==> config.mk <==
export PLATFORM = sky130hd
export DESIGN_NAME = ltrd_outq
export DESIGN_NICKNAME = d
export VERILOG_FILES = /design/src/design/ltrd_pkg.sv /design/src/design/ltrd_outq.sv
export SDC_FILE = /design/constraint.sdc
export NUM_CORES = 1
export LEC_CHECK = 0
export ABC_AREA = 1
export BUFFER_PORTS_ARGS = -buffer_cell sky130_fd_sc_hd__buf_4
export CAP_MARGIN = 20
export CORE_ASPECT_RATIO = 0.75
export CORE_MARGIN = 8
export CORE_UTILIZATION = 40
export DETAILED_ROUTE_END_ITERATION = 6
export HOLD_SLACK_MARGIN = 0.03
export PLACE_DENSITY = 0.68
export SYNTH_ARGS = -nofsm -noshare
export SYNTH_HDL_FRONTEND = slang
export SYNTH_SLANG_ARGS = --single-unit
==> constraint.sdc <==
create_clock -name clk -period 6.4 [get_ports clk]
set_input_delay 0.32 -clock clk [delete_from_list [all_inputs] [get_ports clk]]
set_output_delay 0.32 -clock clk [all_outputs]
set_load 0.02 [all_outputs]
==> src/design/ltrd_pkg.sv <==
// Package for the length-tagged record deque.
// Holds sizes, operation and status codes, item types and the padding function.
// No dependencies.
package ltrd_pkg;

  localparam int WORD_W           = 64;
  localparam int BYTES_W          = 10;
  localparam int COUNT_W          = 10;
  localparam int FUNC_W           = 3;
  localparam int STATUS_W         = 2;
  localparam int BUFFER_WORDS     = 1024;
  localparam int ADDR_W           = $clog2(BUFFER_WORDS);
  localparam int USED_W           = ADDR_W + 1;
  localparam int MAX_RECORD_WORDS = 64;
  localparam int WORD_BYTES       = 8;
  localparam int BYTE_SHIFT       = $clog2(WORD_BYTES);
  localparam int MAX_BYTES        = MAX_RECORD_WORDS * WORD_BYTES;
  localparam int REC_W            = $clog2(MAX_RECORD_WORDS + 1);
  localparam int PAD_W            = BYTES_W - BYTE_SHIFT + 1;
  localparam int NEED_W           = ((USED_W > PAD_W) ? USED_W : PAD_W) + 1;
  localparam int FRAME_WORDS      = 2;
  localparam int COUNT_LIMIT      = 1023;

  typedef enum logic [FUNC_W-1:0] {
    FUNC_PUSH       = 3'd0,
    FUNC_GET_FRONT  = 3'd1,
    FUNC_GET_BACK   = 3'd2,
    FUNC_POP_FRONT  = 3'd3,
    FUNC_POP_BACK   = 3'd4
  } func_t;

  typedef enum logic [STATUS_W-1:0] {
    STATUS_OK    = 2'd0,
    STATUS_EMPTY = 2'd1,
    STATUS_FULL  = 2'd2
  } status_t;

  typedef enum logic [6:0] {
    ST_IDLE = 7'b0000001,
    ST_HDR  = 7'b0000010,
    ST_TRL  = 7'b0000100,
    ST_LOOK = 7'b0001000,
    ST_GET  = 7'b0010000,
    ST_POP  = 7'b0100000,
    ST_RES  = 7'b1000000
  } state_t;

  typedef struct packed {
    logic               use_rd;
    logic [BYTES_W-1:0] byte_count;
    logic               run_end;
    status_t            status;
    logic [COUNT_W-1:0] record_count;
  } res_t;

  typedef struct packed {
    logic [WORD_W-1:0]  read_word;
    logic [BYTES_W-1:0] byte_count;
    logic               run_end;
    status_t            status;
    logic [COUNT_W-1:0] record_count;
  } out_item_t;

  function automatic logic [PAD_W-1:0] pad_words(input logic [BYTES_W-1:0] bytes);
    logic [BYTES_W:0] sum;
    sum = {1'b0, bytes} + (BYTES_W + 1)'(WORD_BYTES - 1);
    return PAD_W'(sum >> BYTE_SHIFT);
  endfunction

endpackage

==> src/design/ltrd_outq.sv <==
// Two-entry result queue that decouples the deque control from the result channel.
// Depends on ltrd_pkg for the result word type.
module ltrd_outq import ltrd_pkg::*; (
  input  logic      clk,
  input  logic      rst_n,
  input  logic      wr_en,
  input  out_item_t wr_item,
  output logic      out_valid,
  input  logic      out_ready,
  output out_item_t out_item,
  output logic [1:0] count
);

  out_item_t  slot_r [2];
  logic       wr_ptr_r, wr_ptr_nxt;
  logic       rd_ptr_r, rd_ptr_nxt;
  logic [1:0] cnt_r, cnt_nxt;
  logic       pop;

  assign out_valid = (cnt_r != 2'd0);
  assign out_item  = slot_r[rd_ptr_r];
  assign count     = cnt_r;
  assign pop       = out_valid && out_ready;

  always_comb begin
    wr_ptr_nxt = wr_en ? ~wr_ptr_r : wr_ptr_r;
    rd_ptr_nxt = pop ? ~rd_ptr_r : rd_ptr_r;
    cnt_nxt    = cnt_r + 2'(wr_en) - 2'(pop);
  end

  always_ff @(posedge clk) begin
    if (!rst_n) begin
      wr_ptr_r <= 1'b0;
      rd_ptr_r <= 1'b0;
      cnt_r    <= 2'd0;
    end else begin
      wr_ptr_r <= wr_ptr_nxt;
      rd_ptr_r <= rd_ptr_nxt;
      cnt_r    <= cnt_nxt;
    end
  end

  always_ff @(posedge clk) begin
    if (wr_en) begin
      slot_r[wr_ptr_r] <= wr_item;
    end
  end

endmodule

Word-level counts from Yosys, hierarchy flattened
Memories as Yosys holds them, arrays and structs flattened. A register that Yosys moved wholly into a read port is not among the register bits.
Index checks and enable logic that the tools add are counted.
{"block": "totals", "reg_bits": 4, "mem_bits_rw": 174, "in_bits": 91, "out_inout_bits": 90, "elab_cells": 14, "n_memories": 1}
{"name": "slot_r", "words": 2, "width": 87, "rd": 1, "rd_clocked_by_memory_dff": 1, "write_ports": 1, "line": "ltrd_outq.sv:14", "source": "out_item_t slot_r [2];"}
{"block": "classes", "add_sub_neg": 2, "n_mux": 4, "bitwise": 2, "reduce_logical": 2}
{"operator": "two-way mux 1 bit", "n": 4}
{"operator": "adder 2 x 1 -> 2 bit", "n": 1}
{"operator": "inverter 1 bit", "n": 2}
{"operator": "nonzero test 2 bit", "n": 1}
{"operator": "subtractor 2 x 1 -> 2 bit", "n": 1}
{"operator": "logical AND 1 bit", "n": 1}

Longest topological paths before layout
{"block": "depth", "depth_word": 4, "depth_mapped": 10, "ltp_nobuf": 10}

Worst setup path before layout
No wires, ideal clock.
{"block": "synth_path", "kind": "input-to-reg", "start": "input wr_en", "end": "memory slot_r[0][0] (netlist name), enable pin", "setup_time_ns": 0.535, "arrival_time_ns": 4.004, "setup_slack_ns": 1.861, "path_stages": 2, "path_buffers": 0, "cell_sequence": "inv_1 nor2_1"}
{"block": "synth_between", "elab_chain_len": 2}
{"item": "from (decl)", "line": "ltrd_outq.sv:6", "source": "input logic wr_en,"}
{"item": "two-way mux 1 bit", "line": "ltrd_outq.sv:44", "source": "if (wr_en) begin"}
{"item": "two-way mux 1 bit (implied by the code)", "line": "ltrd_outq.sv:45", "source": "slot_r[wr_ptr_r] <= wr_item;"}
{"item": "to (decl)", "line": "ltrd_outq.sv:14"}
Every way passes these cells.

==> impl_metrics.yaml <==
synth:
  yosys.area.top_type: "edfxtp_1"
  ys_types: 12
  synth.cell_area_um2: 6630
  async_flop_share: 0
  netlist_top_cells_area: "edfxtp_1, mux2_2, mux2_4, dfxtp_1, buf_6"
  ys_ff_latch: 179
  synth_cells: 306
  ys.flop_type: "edfxtp_1"
  yosys_warnings: 0
  yosysSeqAreaShare: 0.803
  synth_enable_flop_cells: 174
  syn_area_per_cell_um2: 21.7
  synth_top_cell_area_share: 0.788
  ys_top_cells_by_count: "edfxtp_1, mux2_2, mux2_4"
  synth_nets: 399
  synth.most_common_cell: "edfxtp_1"
clock_network:
  numCtsBuffers: 17
  cts_resized: 0
  cts_root_buf: "clkbuf_16"
  clkLatencyLatePin_ns: 0.42
  cts_setup_buffers: 0
  cts_buffer_depth: 2
  cts.sinks: 179
  cts_tree: "built"
  cts.clk_slew.worst_paths_ns: 0.06
  cts_hold_buffers: 0
  htreeDepth: 4
power:
  p_total_mw: 3.09
  swShare: 0.270
  peakVddDrop_uv: 184
  combPwrFrac: 0.232
  power_density_nw_per_um2: 352
  p_leak_nw: 3.35
  p_switching_mw: 0.833
  power.share.clock: 0.307
  power.internal_mw: 2.25
  seqPwrFrac: 0.461
route:
  drt_wl_total_um: 13800
  via_per_inst: 4.70
  drtPass1Iterations: 4
  wl_per_cell_um: 19.0
  detail_route.drc_violations: 0
  drtIter0Drc: 189
  ant_nets: 0
  vias: 3393
global_route:
  use_met2: 0.197
  grt-ovfl-total: 0
  antenna_found_initial: 0
  met3_usage: 0.0603
  busiest_layer: "met2"
  grt_pass1_vias: 3756
  grt_pass1_wl_um: 20600
  grt.total_usage: 0.130
  grt_max_degree: 69
  met1_usage: 0.159
hold_path:
  min_path_type: "input port to register"
  worstHoldStart: "wr_item[15]"
  min_to: "slot_r[1][15]"
  holdPathStages: 1
setup_path:
  r2r-end: "slot_r[1][23]"
  reg2regPathDepth: 3
  cp_common_cell: "buf_4"
  crit_family: "buffers and inverters"
  end_kind: "output port"
  reg2reg_slack_ns: 4.38
  slowest_delay_ns: 0.81
  start_kind: "register"
  crit_arrival_ns: 2.53
  r2r_start: "wr_ptr_r"
  path_class: "register to output port"
  critPathBufInv: 2
  crit_path_top_delay_cell: "dfxtp_4"
  path_cells: "buf_4, mux2_2, buf_4"
  cp_max_fo: 44
  cp.required_ns: 6.08
timing:
  final-setup-viol-count: 0
  finalHoldViolCount: 0
  rsz0062_at_grt: "no"
  worstMarginPinSlew_ns: 0.926
  max_freq_mhz: 351
  maxSlewHeadroom: 0.383
  finalCritPeriodShare: 0.445
  period_needed_ns: 2.85
  fin_skew_ns: 0.00767
  setup_tns_ns: 0
  maxSlewViolCount: 0
placed_design:
  port-buffer-count: 180
  dp_hpwl_um: 9590
  place_congestion: 0.764
  place_area_um2: 8200
layout:
  antennaDiodeCount: 0
  stdcell_area_um2: 8760
  final_nets: 592
  num-fill-cells: 1292
  drive_gt1_frac: 0.590
  syn2layout_area_growth_pct: 32.1
floorplanning:
  core_area_um2: 16100
  dieArea_um2: 21000
  initial_core_util: 0.412
  dieWidth_um: 165
  floorplan.rows: 40
  ios: 181
  die_y_um: 128
outcome:
  outcome: "complete, no violations"
flow_run:
  cap_violations: 0
layout make-up:
class                   count  area (um2)  area share
clock inverters            14         114      0.0130
repair buffers            184        1390       0.159
multi-input cells         109        1200       0.137
inverters                   8        31.3     0.00357
flip-flops and latches    179        5330       0.608
well taps                 210         263      0.0300
clock buffers              18         429      0.0490
worst max path at each step:
stage / startpoint / to / slack (ns) / cells past startpoint
3_3_place_gp: register / out_item[5] / 3.94 / 3
5_1_grt: register / out_item[31] / 3.39 / 3
2_1_floorplan: wr_en / slot_r[0][0] / 1.86 / 2
4_1_cts: register / out_item[5] / 3.46 / 3
3_5_place_dp: wr_en / slot_r[0][34] / 3.89 / 4
6_report: register / out_item[5] / 3.55 / 3
cells by family (layout without fill, tap and decap cells):
logic type / count (synthesis) / in the layout / synth area share
flip-flops: 179 / 179 / 0.803
AO/OA/AOI/OAI: 1 / 1 / 0.000754
adder cells (fa/ha/maj): 2 / 2 / 0.00377
multiplexers: 87 / 87 / 0.165
buffers and inverters: 18 / 224 / 0.0168
AND/OR/NAND/NOR: 19 / 19 / 0.0111
metrics by stage:
| step | hold slack, ns | std cells | setup WS [ns] | utilization |
|---|---|---|---|---|
| floorplan | 0.413 | 306 | 1.86 | - |
| global placement | 0.487 | 689 | 3.94 | 0.509 |
| detailed placement | 0.489 | 689 | 3.89 | 0.509 |
| CTS | 0.0561 | 721 | 3.46 | 0.543 |
| global route | 0.0612 | 722 | 3.39 | 0.544 |
| finish | 0.0844 | 722 | 3.55 | 0.544 |
metal layers:
metal	part of all wire	routed length, um
met1	0.42	5820
met5	0	0
met3	0.11	1530
met2	0.45	6220
met4	0.013	174
cell usage in the layout, fill, tap and decap left out, types with 4 or more instances in the layout:
cell,n
clkinv_2,4
mux2_2,57
nand2_1,8
clkbuf_16,17
inv_1,7
dfxtp_1,4
nor2_1,8
edfxtp_1,174
mux2_4,30
buf_4,183
registers in the layout (all words and copies together) (netlist names), named ones only:
| name | count |
|---|---|
| slot_r | 174 |
| rd_ptr_r | 1 |
| wr_ptr_r | 1 |
| count | 2 |
power by group through the flow:
stage                     clock (mW)  combinational, mW  sequential [mW]
after detailed placement           0              0.726             1.45
after floorplan                    0              0.467             1.42
after CTS                      0.973              0.729             1.43
after global routing            1.02              0.764             1.43
final                          0.948              0.716             1.42
after global placement             0              0.717             1.45
(Power assumes the default switching activity.)
